--- config.mk ---
export PLATFORM = sky130hd
export DESIGN_NAME = order_preserving_key_decoder
export DESIGN_NICKNAME = d
export VERILOG_FILES = /design/src/hw/rtl/okd_pkg.sv /design/src/hw/rtl/okd_front.sv /design/src/hw/rtl/okd_queue.sv /design/src/hw/rtl/okd_back.sv /design/src/hw/rtl/order_preserving_key_decoder.sv
export SDC_FILE = /design/constraint.sdc
export NUM_CORES = 1
export LEC_CHECK = 0
export ABC_CLOCK_PERIOD_IN_PS = 10500
export BUFFER_PORTS_ARGS = -buffer_cell sky130_fd_sc_hd__buf_2
export CAP_MARGIN = 20
export CORE_AREA = 2 2 283 285
export CTS_BUF_LIST = sky130_fd_sc_hd__clkbuf_4
export DETAILED_ROUTE_END_ITERATION = 6
export DIE_AREA = 0 0 285 287
export PLACE_DENSITY = 0.65
export RECOVER_POWER = 50
export SKIP_CTS_REPAIR_TIMING = 1
export SLEW_MARGIN = 10
export SYNTH_ARGS = -nofsm -noshare
export SYNTH_HDL_FRONTEND = slang
export SYNTH_HIERARCHICAL = 1
export SYNTH_SLANG_ARGS = --single-unit
--- constraint.sdc ---
create_clock -name i_clk -period 10.5 [get_ports i_clk]
set_clock_uncertainty 0.2 [all_clocks]
set_input_delay 1.05 -clock i_clk [delete_from_list [all_inputs] [get_ports i_clk]]
set_output_delay 1.05 -clock i_clk [all_outputs]
set_load 0.02 [all_outputs]
--- src/hw/rtl/okd_pkg.sv ---
// okd_pkg: shared types and codes of the order-preserving key decoder
// no dependencies; used by every file of the decoder

package okd_pkg;

    localparam int QUEUE_DEPTH = 4;
    localparam logic [63:0] SIGN64 = 64'h8000_0000_0000_0000;
    localparam logic [31:0] SIGN32 = 32'h8000_0000;
    localparam logic [7:0] BYTE_MASK = 8'hff;

    // configuration register indexes
    typedef enum logic [1:0] {
        CFG_COLUMN_COUNT    = 2'd0,
        CFG_COLUMN_TYPES    = 2'd1,
        CFG_DESCENDING_MASK = 2'd2,
        CFG_NULLS_LAST_MASK = 2'd3
    } t_cfg_index;

    // column type codes
    typedef enum logic [3:0] {
        TY_INT64     = 4'd0,
        TY_INT32     = 4'd1,
        TY_INT16     = 4'd2,
        TY_INT8      = 4'd3,
        TY_DOUBLE    = 4'd4,
        TY_REAL      = 4'd5,
        TY_BOOL      = 4'd6,
        TY_STRING    = 4'd7,
        TY_TIMESTAMP = 4'd8
    } t_col_type;

    typedef enum logic [2:0] {
        RK_NULL       = 3'd0,
        RK_FIXED      = 3'd1,
        RK_TS_SECONDS = 3'd2,
        RK_TS_NANOS   = 3'd3,
        RK_STR_BYTE   = 3'd4,
        RK_STR_END    = 3'd5,
        RK_ERROR      = 3'd6
    } t_result_kind;

    typedef enum logic [2:0] {
        ERR_NONE        = 3'd0,
        ERR_BAD_MARKER  = 3'd1,
        ERR_BAD_BOOL    = 3'd2,
        ERR_BAD_ESCAPE  = 3'd3,
        ERR_ENDED_EARLY = 3'd4,
        ERR_TRAILING    = 3'd5
    } t_err_code;

    typedef struct packed {
        logic [7:0] key_byte;
        logic       key_end;
    } t_key_in;

    typedef struct packed {
        logic [2:0]  column_number;
        logic [2:0]  result_kind;
        logic [63:0] value_bits;
        logic [2:0]  error_code;
        logic        final_of_key;
    } t_result;

    // results caused by one key byte
    typedef struct packed {
        logic    pair;
        t_result first;
        t_result second;
    } t_entry;

endpackage

--- src/hw/rtl/okd_front.sv ---
// okd_front: configuration registers and per-byte decode state machine
// depends on okd_pkg; feeds okd_queue with the results of each byte

module okd_front #(
    parameter int MAX_KEY_COLUMNS = 8
) (
    input  logic             i_clk,
    input  logic             i_rst_n,
    input  logic             i_cfg_we,
    input  logic [1:0]       i_cfg_index,
    input  logic [31:0]      i_cfg_data,
    input  logic             i_accept,
    input  okd_pkg::t_key_in i_key,
    output logic             o_entry_valid,
    output okd_pkg::t_entry  o_entry
);

    localparam int CW = (MAX_KEY_COLUMNS > 8) ? 4 : 3;
    localparam logic [4:0] MAX_COLS = 5'(MAX_KEY_COLUMNS);

    typedef enum logic [1:0] {
        PH_MARKER = 2'd0,
        PH_BODY   = 2'd1,
        PH_ESCAPE = 2'd2,
        PH_DONE   = 2'd3
    } t_phase;

    logic [3:0]  r_column_count;
    logic [31:0] r_column_types;
    logic [7:0]  r_desc_mask;
    logic [7:0]  r_nulls_last_mask;

    logic [CW-1:0] r_col,   n_col;
    t_phase        r_phase, n_phase;
    logic [4:0]    r_taken, n_taken;
    logic [63:0]   r_acc,   n_acc;
    logic          r_skip,  n_skip;

    logic [4:0]  eff_count;
    logic        last_col;
    logic        col_cfg;
    logic [3:0]  raw_ty;
    okd_pkg::t_col_type ty;
    logic        desc, nl;
    logic [7:0]  d;
    logic [63:0] acc_sh;
    logic [4:0]  taken_inc;
    logic [4:0]  width;
    logic [63:0] fixed_val;
    logic [2:0]  col_out;

    logic                m_v;
    okd_pkg::t_result    m_res;
    okd_pkg::t_err_code  err;
    logic                s_v;
    okd_pkg::t_result    s_res;

    function automatic logic [4:0] type_width(input okd_pkg::t_col_type t);
        unique case (t)
            okd_pkg::TY_INT32, okd_pkg::TY_REAL: type_width = 5'd4;
            okd_pkg::TY_INT16:                   type_width = 5'd2;
            okd_pkg::TY_INT8:                    type_width = 5'd1;
            okd_pkg::TY_TIMESTAMP:               type_width = 5'd16;
            default:                             type_width = 5'd8;
        endcase
    endfunction

    function automatic okd_pkg::t_result mk(input logic [2:0] col, input logic [2:0] kind,
                                            input logic [63:0] val,
                                            input logic [2:0] code, input logic fin);
        okd_pkg::t_result r;
        r.column_number = col;
        r.result_kind   = kind;
        r.value_bits    = val;
        r.error_code    = code;
        r.final_of_key  = fin;
        return r;
    endfunction

    // column count clamped to 1..MAX_KEY_COLUMNS
    always_comb begin
        priority if (r_column_count == 4'd0) begin
            eff_count = 5'd1;
        end else if (5'(r_column_count) > MAX_COLS) begin
            eff_count = MAX_COLS;
        end else begin
            eff_count = 5'(r_column_count);
        end
    end

    assign last_col  = (5'(r_col) + 5'd1) >= eff_count;
    assign col_cfg   = 5'(r_col) < 5'd8;
    assign raw_ty    = col_cfg ? r_column_types[{r_col[2:0], 2'b00} +: 4] : 4'd0;
    assign ty        = (raw_ty > 4'd8) ? okd_pkg::TY_INT64 : okd_pkg::t_col_type'(raw_ty);
    assign desc      = col_cfg & r_desc_mask[r_col[2:0]];
    assign nl        = col_cfg & r_nulls_last_mask[r_col[2:0]];
    assign d         = desc ? (i_key.key_byte ^ okd_pkg::BYTE_MASK) : i_key.key_byte;
    assign acc_sh    = {r_acc[55:0], d};
    assign taken_inc = r_taken + 5'd1;
    assign width     = type_width(ty);
    assign col_out   = r_col[2:0];

    // finished fixed-width value, order transform undone
    always_comb begin
        unique case (ty)
            okd_pkg::TY_DOUBLE:
                fixed_val = acc_sh[63] ? (acc_sh ^ okd_pkg::SIGN64) : ~acc_sh;
            okd_pkg::TY_REAL:
                fixed_val = acc_sh[31] ? {32'd0, acc_sh[31:0] ^ okd_pkg::SIGN32}
                                       : {32'd0, ~acc_sh[31:0]};
            okd_pkg::TY_INT32:
                fixed_val = {{32{~acc_sh[31]}}, ~acc_sh[31], acc_sh[30:0]};
            okd_pkg::TY_INT16:
                fixed_val = {{48{~acc_sh[15]}}, ~acc_sh[15], acc_sh[14:0]};
            okd_pkg::TY_INT8:
                fixed_val = {{56{~acc_sh[7]}}, ~acc_sh[7], acc_sh[6:0]};
            okd_pkg::TY_TIMESTAMP:
                fixed_val = acc_sh;
            default:
                fixed_val = acc_sh ^ okd_pkg::SIGN64;
        endcase
    end

    always_comb begin
        n_col   = r_col;
        n_phase = r_phase;
        n_taken = r_taken;
        n_acc   = r_acc;
        n_skip  = r_skip;
        m_v     = 1'b0;
        m_res   = mk(col_out, okd_pkg::RK_NULL, 64'd0, okd_pkg::ERR_NONE, 1'b0);
        err     = okd_pkg::ERR_NONE;
        s_v     = 1'b0;
        s_res   = mk(col_out, okd_pkg::RK_ERROR, 64'd0, okd_pkg::ERR_NONE, 1'b1);

        if (!r_skip) begin
            unique case (r_phase)
                PH_MARKER: begin
                    if (i_key.key_byte == {7'd0, nl}) begin
                        m_v = 1'b1;
                        if (last_col) n_phase = PH_DONE;
                        else begin
                            n_col   = r_col + CW'(1);
                            n_phase = PH_MARKER;
                        end
                        n_taken = '0;
                        n_acc   = '0;
                    end else if (i_key.key_byte == {7'd0, ~nl}) begin
                        n_phase = PH_BODY;
                        n_taken = '0;
                        n_acc   = '0;
                    end else begin
                        err = okd_pkg::ERR_BAD_MARKER;
                    end
                end
                PH_BODY: begin
                    if (ty == okd_pkg::TY_STRING) begin
                        if (d == 8'd0) begin
                            m_v   = 1'b1;
                            m_res = mk(col_out, okd_pkg::RK_STR_END, 64'd0,
                                       okd_pkg::ERR_NONE, 1'b0);
                            if (last_col) n_phase = PH_DONE;
                            else begin
                                n_col   = r_col + CW'(1);
                                n_phase = PH_MARKER;
                            end
                            n_taken = '0;
                            n_acc   = '0;
                        end else if (d == 8'd1) begin
                            n_phase = PH_ESCAPE;
                        end else begin
                            m_v   = 1'b1;
                            m_res = mk(col_out, okd_pkg::RK_STR_BYTE, {56'd0, d},
                                       okd_pkg::ERR_NONE, 1'b0);
                        end
                    end else if (ty == okd_pkg::TY_BOOL) begin
                        if (d == 8'd1 || d == 8'd2) begin
                            m_v   = 1'b1;
                            m_res = mk(col_out, okd_pkg::RK_FIXED, {63'd0, d == 8'd2},
                                       okd_pkg::ERR_NONE, 1'b0);
                            if (last_col) n_phase = PH_DONE;
                            else begin
                                n_col   = r_col + CW'(1);
                                n_phase = PH_MARKER;
                            end
                            n_taken = '0;
                            n_acc   = '0;
                        end else begin
                            err = okd_pkg::ERR_BAD_BOOL;
                        end
                    end else begin
                        n_acc   = acc_sh;
                        n_taken = taken_inc;
                        // seconds word of a timestamp is done halfway
                        if (ty == okd_pkg::TY_TIMESTAMP && taken_inc == 5'd8) begin
                            m_v   = 1'b1;
                            m_res = mk(col_out, okd_pkg::RK_TS_SECONDS,
                                       acc_sh ^ okd_pkg::SIGN64, okd_pkg::ERR_NONE, 1'b0);
                        end else if (taken_inc >= width) begin
                            m_v   = 1'b1;
                            m_res = mk(col_out,
                                       (ty == okd_pkg::TY_TIMESTAMP) ? okd_pkg::RK_TS_NANOS
                                                                     : okd_pkg::RK_FIXED,
                                       fixed_val, okd_pkg::ERR_NONE, 1'b0);
                            if (last_col) n_phase = PH_DONE;
                            else begin
                                n_col   = r_col + CW'(1);
                                n_phase = PH_MARKER;
                            end
                            n_taken = '0;
                            n_acc   = '0;
                        end
                    end
                end
                PH_ESCAPE: begin
                    if (d == 8'd0 || d == 8'd1) begin
                        m_v     = 1'b1;
                        m_res   = mk(col_out, okd_pkg::RK_STR_BYTE, {56'd0, d},
                                     okd_pkg::ERR_NONE, 1'b0);
                        n_phase = PH_BODY;
                    end else begin
                        err = okd_pkg::ERR_BAD_ESCAPE;
                    end
                end
                default: begin
                    err = okd_pkg::ERR_TRAILING;
                end
            endcase

            if (err != okd_pkg::ERR_NONE) begin
                s_v   = 1'b1;
                s_res = mk(col_out, okd_pkg::RK_ERROR, 64'd0, err, 1'b1);
                n_skip = 1'b1;
            end else if (i_key.key_end) begin
                if (n_phase != PH_DONE) begin
                    s_v   = 1'b1;
                    s_res = mk(n_col[2:0], okd_pkg::RK_ERROR, 64'd0,
                               okd_pkg::ERR_ENDED_EARLY, 1'b1);
                end else begin
                    m_res.final_of_key = 1'b1;
                end
            end
        end

        // end of key starts the next one from column zero
        if (i_key.key_end) begin
            n_col   = '0;
            n_phase = PH_MARKER;
            n_taken = '0;
            n_acc   = '0;
            n_skip  = 1'b0;
        end
    end

    assign o_entry_valid = i_accept & (m_v | s_v);
    assign o_entry.pair   = m_v & s_v;
    assign o_entry.first  = m_v ? m_res : s_res;
    assign o_entry.second = s_res;

    always_ff @(posedge i_clk) begin
        if (!i_rst_n) begin
            r_column_count    <= 4'd1;
            r_column_types    <= '0;
            r_desc_mask       <= '0;
            r_nulls_last_mask <= '0;
            r_col             <= '0;
            r_phase           <= PH_MARKER;
            r_taken           <= '0;
            r_acc             <= '0;
            r_skip            <= 1'b0;
        end else begin
            if (i_cfg_we) begin
                unique case (okd_pkg::t_cfg_index'(i_cfg_index))
                    okd_pkg::CFG_COLUMN_COUNT:    r_column_count    <= i_cfg_data[3:0];
                    okd_pkg::CFG_COLUMN_TYPES:    r_column_types    <= i_cfg_data;
                    okd_pkg::CFG_DESCENDING_MASK: r_desc_mask       <= i_cfg_data[7:0];
                    okd_pkg::CFG_NULLS_LAST_MASK: r_nulls_last_mask <= i_cfg_data[7:0];
                    default: ;
                endcase
            end
            if (i_accept) begin
                r_col   <= n_col;
                r_phase <= n_phase;
                r_taken <= n_taken;
                r_acc   <= n_acc;
                r_skip  <= n_skip;
            end
        end
    end

endmodule

--- src/hw/rtl/okd_queue.sv ---
// okd_queue: short queue of per-byte result entries between front and back
// depends on okd_pkg

module okd_queue (
    input  logic            i_clk,
    input  logic            i_rst_n,
    input  logic            i_enq,
    input  okd_pkg::t_entry i_entry,
    input  logic            i_deq,
    output okd_pkg::t_entry o_head,
    output logic            o_full,
    output logic            o_empty
);

    localparam int AW = $clog2(okd_pkg::QUEUE_DEPTH);
    localparam logic [AW:0] DEPTH_CNT = (AW + 1)'(okd_pkg::QUEUE_DEPTH);

    okd_pkg::t_entry r_mem [okd_pkg::QUEUE_DEPTH];
    logic [AW-1:0]   r_wr_ptr, r_rd_ptr;
    logic [AW:0]     r_count;

    assign o_full  = r_count == DEPTH_CNT;
    assign o_empty = r_count == '0;
    assign o_head  = r_mem[r_rd_ptr];

    always_ff @(posedge i_clk) begin
        if (i_enq) r_mem[r_wr_ptr] <= i_entry;
    end

    always_ff @(posedge i_clk) begin
        if (!i_rst_n) begin
            r_wr_ptr <= '0;
            r_rd_ptr <= '0;
            r_count  <= '0;
        end else begin
            if (i_enq) r_wr_ptr <= r_wr_ptr + AW'(1);
            if (i_deq) r_rd_ptr <= r_rd_ptr + AW'(1);
            unique case ({i_enq, i_deq})
                2'b10:   r_count <= r_count + (AW + 1)'(1);
                2'b01:   r_count <= r_count - (AW + 1)'(1);
                default: r_count <= r_count;
            endcase
        end
    end

endmodule

--- src/hw/rtl/okd_back.sv ---
// okd_back: hands out the results of each queued entry one request at a time
// depends on okd_pkg; reads the head of okd_queue

module okd_back (
    input  logic             i_clk,
    input  logic             i_rst_n,
    input  okd_pkg::t_entry  i_head,
    input  logic             i_q_empty,
    input  logic             i_pop,
    output logic             o_deq,
    output logic             o_empty,
    output okd_pkg::t_result o_result
);

    logic r_second;
    logic take;

    assign take     = i_pop & ~i_q_empty;
    assign o_empty  = i_q_empty;
    assign o_result = r_second ? i_head.second : i_head.first;
    assign o_deq    = take & (r_second | ~i_head.pair);

    always_ff @(posedge i_clk) begin
        if (!i_rst_n) begin
            r_second <= 1'b0;
        end else if (take) begin
            r_second <= ~r_second & i_head.pair;
        end
    end

endmodule

--- src/hw/rtl/order_preserving_key_decoder.sv ---
// order_preserving_key_decoder: top level of the sort key decoder
// depends on okd_pkg, okd_front, okd_queue and okd_back

// Decodes order-preserving sort keys one byte per request. Each key holds
// column_count columns; every column opens with a null marker byte, and its
// body follows by the column's type (big-endian integers, doubles, reals,
// booleans, 16-byte timestamps, zero-terminated strings with escape byte 1),
// with descending columns inverted. Results come out oldest first: null
// markers, values, string bytes and string ends, and error results with
// final_of_key set; after an error the rest of the key is dropped up to the
// byte that carries key_end. Rate: a byte is taken every cycle while full is
// low; the decode state machine settles one byte per cycle. Each byte that
// yields results puts one entry into a four-entry queue, and the result side
// pops one result per cycle while empty is low, so a byte with two results (a
// value plus a key ended early error) holds the queue head for two pops. A
// result is queued when its byte is taken. The user must write configuration
// only while no key is in flight; the block does not enforce it. A write
// applies from the next byte; reset clears decode state, configuration, queue.

module order_preserving_key_decoder #(
    parameter int MAX_KEY_COLUMNS = 8
) (
    input  logic             i_clk,
    input  logic             i_rst_n,
    // configuration write port
    input  logic             i_cfg_we,
    input  logic [1:0]       i_cfg_index,
    input  logic [31:0]      i_cfg_data,
    // key byte requests
    input  logic             push,
    output logic             full,
    input  okd_pkg::t_key_in i_key,
    // result requests
    output logic             empty,
    input  logic             pop,
    output okd_pkg::t_result o_result
);

    logic            accept;
    logic            enq;
    okd_pkg::t_entry entry;
    okd_pkg::t_entry head;
    logic            q_empty;
    logic            deq;

    // a byte is taken whenever the queue has room, even with results waiting
    assign accept = push & ~full;

    okd_front #(
        .MAX_KEY_COLUMNS(MAX_KEY_COLUMNS)
    ) u_front (
        .i_clk        (i_clk),
        .i_rst_n      (i_rst_n),
        .i_cfg_we     (i_cfg_we),
        .i_cfg_index  (i_cfg_index),
        .i_cfg_data   (i_cfg_data),
        .i_accept     (accept),
        .i_key        (i_key),
        .o_entry_valid(enq),
        .o_entry      (entry)
    );

    // decouples byte intake from result delivery
    okd_queue u_queue (
        .i_clk  (i_clk),
        .i_rst_n(i_rst_n),
        .i_enq  (enq),
        .i_entry(entry),
        .i_deq  (deq),
        .o_head (head),
        .o_full (full),
        .o_empty(q_empty)
    );

    // splits two-result entries into single pops
    okd_back u_back (
        .i_clk    (i_clk),
        .i_rst_n  (i_rst_n),
        .i_head   (head),
        .i_q_empty(q_empty),
        .i_pop    (pop),
        .o_deq    (deq),
        .o_empty  (empty),
        .o_result (o_result)
    );

endmodule

==> results by group <==
Floorplan
  – Initial core utilization: 0.3985
  – Die footprint: 0.08180 sq mm
  – Die H: between 200 and 300 microns
  – I/O pins: 124
  – CORE AREA: 0.07861 sq mm
  – FP Rows: 103
  – Die X: 285 microns

STA
  – Final Hold Viols: 0
  – F_max: ~120 MHz
  – Clock period minus worst slack: 8435 ps
  – Slew @ Worst Pin: 4134 ps
  – Pins over their slew limit: between 300 and 400
  – Final Cycle Share: 0.8034
  – Sum Neg Setup Slack: 0 ps
  – Max_slew headroom: -1.756
  – Hold WS: around 140 ps
  – Final setup vio count: 0
  – RSZ-0062 raised after global routing: false

Synthesis
  – Mapped cell area: 0.03133 sq mm
  – Largest family of logic cells by synthesized area: multiplexers
  – Synth Area per Inst: 15.82 sq um
  – Simple-gate portion of the synthesized area: 0.06845
  – Synth Instances: 1980
  – Synth Area in XOR/XNOR: 0.005591
  – Post-synth cell types: 76
  – Synth warn: 6
  – Asr flop ratio synth: 0
  – Top FF cell, synth: edfxtp_1
  – Post-synth EDFFs: slightly below 600
  – Mux cell area share after synthesis: 0.1633
  – Synth Area in Compound Gates: 0.05787
  – Adder-cell share of the synthesized area: 0.009026
  – FF+latch count, synth: 725
  – Sequential fraction of the synthesis area: 0.6537

Placed design
  – HPWL Detailed: roughly 38 mm
  – Input/output buffers: 123
  – GP Congestion: ~0.85

Routing
  – Routed len/inst: 19.12 microns
  – Final WL: around 64 mm
  – Routed Antenna Nets: 0
  – Detailed Route Iter0 Violations: roughly 1200
  – Drt pass-1 iters: 5
  – Via density: roughly 5.1
  – Via Count: ~17000
  – # DRC: 0

Run status
  – Outcome: finished, violations left
  – Failing checks: max-capacitance violations, max-slew violations

Clocking
  – Clock latency on the worst-skew pair: 970 ps
  – CTS tree: yes
  – Cts bufs inserted: around 180
  – Clock slew at reported path FFs: about 60 ps
  – CTS Sinks: 725
  – Clock Tree Buf Depth: 3
  – Root buf cell: clkbuf_4
  – CTS H-tree depth: 4

Hold path
  – Hold Path Class: input port to flop
  – Hold EP: u_front/r_column_types[24]
  – Cell count of the worst hold path: 3
  – Hold Startpoint: i_cfg_data[24]

Run
  – # Max-Cap Violations: 7

Setup path
  – CP Class: flop to flop
  – Crit end category: flop
  – FF-to-FF End: u_queue/r_mem[0][73]
  – Required time of the critical path: ~11000 ps
  – R2r startpoint: u_front/col_out[0]
  – Startpoint types: flop
  – FF-to-FF setup slack: 2060 ps
  – R2R depth: 16
  – Crit path max fanout: 96
  – Crit path DAT: around 8800 ps

Final layout
  – Commonest non-fill, non-tap cell in the layout: edfxtp_1
  – Most frequent cells in the layout: edfxtp_1 (596), clkbuf_4 (252), nand2_1 (170)
  – Area Growth Syn to Fin: 10.72%
  – FILL cells: approximately 7100
  – Layout cells sized above 1: 0.2582
  – Total Nets Final: ~2300

Pwr
  – Leak: roughly 11 nW
  – Cell Pwr Density: around 200 mW/mm^2
  – VDD IR max: a little under 0.08 mV

GRT
  – First-pass GRT wire length: between 100 and 150 mm
  – GRT Total Usage: 0.1601
  – Largest net degree at the start of global routing: between 100 and 150
  – Vias in the first global route: ~18000
  – Initial antenna violation count: 6
  – Overflow after GRT: 0
-- cells by family after synthesis --
family,Yosys count
flops,725
simple gates,464
mux,277
compound gates,257
buf+inv,213
fa+ha+maj,22
xor+xnor,20
other cells,2
-- synthesized netlist by cell type, drive strengths merged (5+ instances only) --
library cell	number	area share
and2	18	0.0036
nor3	21	0.0035
mux4	161	0.12
and3	5	0.0010
buf	133	0.032
nand2	170	0.020
or3	7	0.0014
a21oi	38	0.0061
o21ai	41	0.0073
a31oi	5	0.0015
clkbuf	58	0.0069
inv	22	0.0026
xor2	14	0.0039
a21boi	86	0.021
a211oi	52	0.013
nand4	5	0.0010
xnor2	6	0.0017
nand3	70	0.011
mux2	81	0.035
nor2	108	0.013
mux2i	35	0.012
nand2b	5	0.0010
nor2b	37	0.0076
edfxtp	596	0.57
ha	21	0.0084
dfxtp	129	0.082
-- worst max-delay path, cell delays in order, from the launching register on --
cell and delay (ps):
dfxtp_1 500, clkbuf_1 780, mux4_2 600, mux2_1 510, or3_1 490, or2_2 320
ha_1 280, a21o_1 110, a21oi_1 80, o21ai_0 760, o21ai_0 320, a211oi_2 500
o41a_1 400, nor2_1 70, a21oi_1 530, and2_4 840, buf_12 490
-- through the flow --
step / std cells / worst slack, ps / instance area [sq um] / total power [mW] / utilization
2_1_floorplan: 2046 / 1988 / 31580 / 4.482 / -
3_3_place_gp: 3049 / 3214 / 32530 / 4.792 / 0.4138
3_5_place_dp: 3050 / 3101 / 32550 / 4.816 / 0.4141
4_1_cts: 3364 / 3062 / 34820 / 7.118 / 0.4430
5_1_grt: 3369 / 1339 / 34690 / 7.321 / 0.4413
6_report: 3369 / 2065 / 34690 / 6.970 / 0.4413
-- worst max-delay path by stage --
stage                           endpoint  depth (start not counted)               start
floorplan            u_queue/r_mem[0][0]                         17  u_front/col_out[0]
global placement    u_queue/r_mem[0][65]                         16  u_front/col_out[0]
detailed placement  u_queue/r_mem[1][70]                         16  u_front/col_out[0]
CTS                 u_queue/r_mem[1][65]                         16  u_front/col_out[0]
global route         u_queue/r_mem[0][0]                         16  u_front/col_out[0]
finish              u_queue/r_mem[0][73]                         16  u_front/col_out[0]
-- sequential cells by signal, summed over array words and instances, names as in the netlist, named ones only --
register and cells:
u_front/r_skip 1, u_front/col_out 3, u_queue/r_count 3, u_front/r_taken 5, u_queue/r_wr_ptr 2, u_front/r_nulls_last_mask 8, u_front/r_phase 2, u_front/r_column_types 32
u_front/r_desc_mask 8, u_queue/r_rd_ptr 2, u_back/r_second 1, u_front/r_column_count 4, u_front/r_acc 56, u_queue/r_mem 596
-- where the power goes --
group / internal (mW) / total [mW] / switching, mW / leakage [nW]
logic: 0.591 / 1.32 / 0.725 / 3.50
clock network: 1.21 / 2.28 / 1.07 / 1.33
registers: 3.29 / 3.38 / 0.0820 / 6.65
-- per-layer routing --
metal	GRT usage	vias to the layer above	routed length, microns	part of all wire
met5	0	-	36	0.00056
met4	0.06558	6	1635	0.025
met3	0.03556	113	3003	0.047
met2	0.2736	468	33020	0.51
met1	0.1973	8731	26700	0.41
li1	-	8032	-	-
-- layout make-up --
type | count | area, sq um | share of cell area
sequential | 725 | 20480 | 0.5905
multi-input combinational | 1108 | 9743 | 0.2809
clock buffer | 252 | 1892 | 0.05454
tap | 1050 | 1314 | 0.03787
timing repair buffer | 147 | 789.5 | 0.02276
clock inverter | 62 | 377.9 | 0.01089
inverter | 22 | 82.58 | 0.002381
antenna | 3 | 7.507 | 0.0002164
Note: power is estimated with default switching activity, not from simulation.
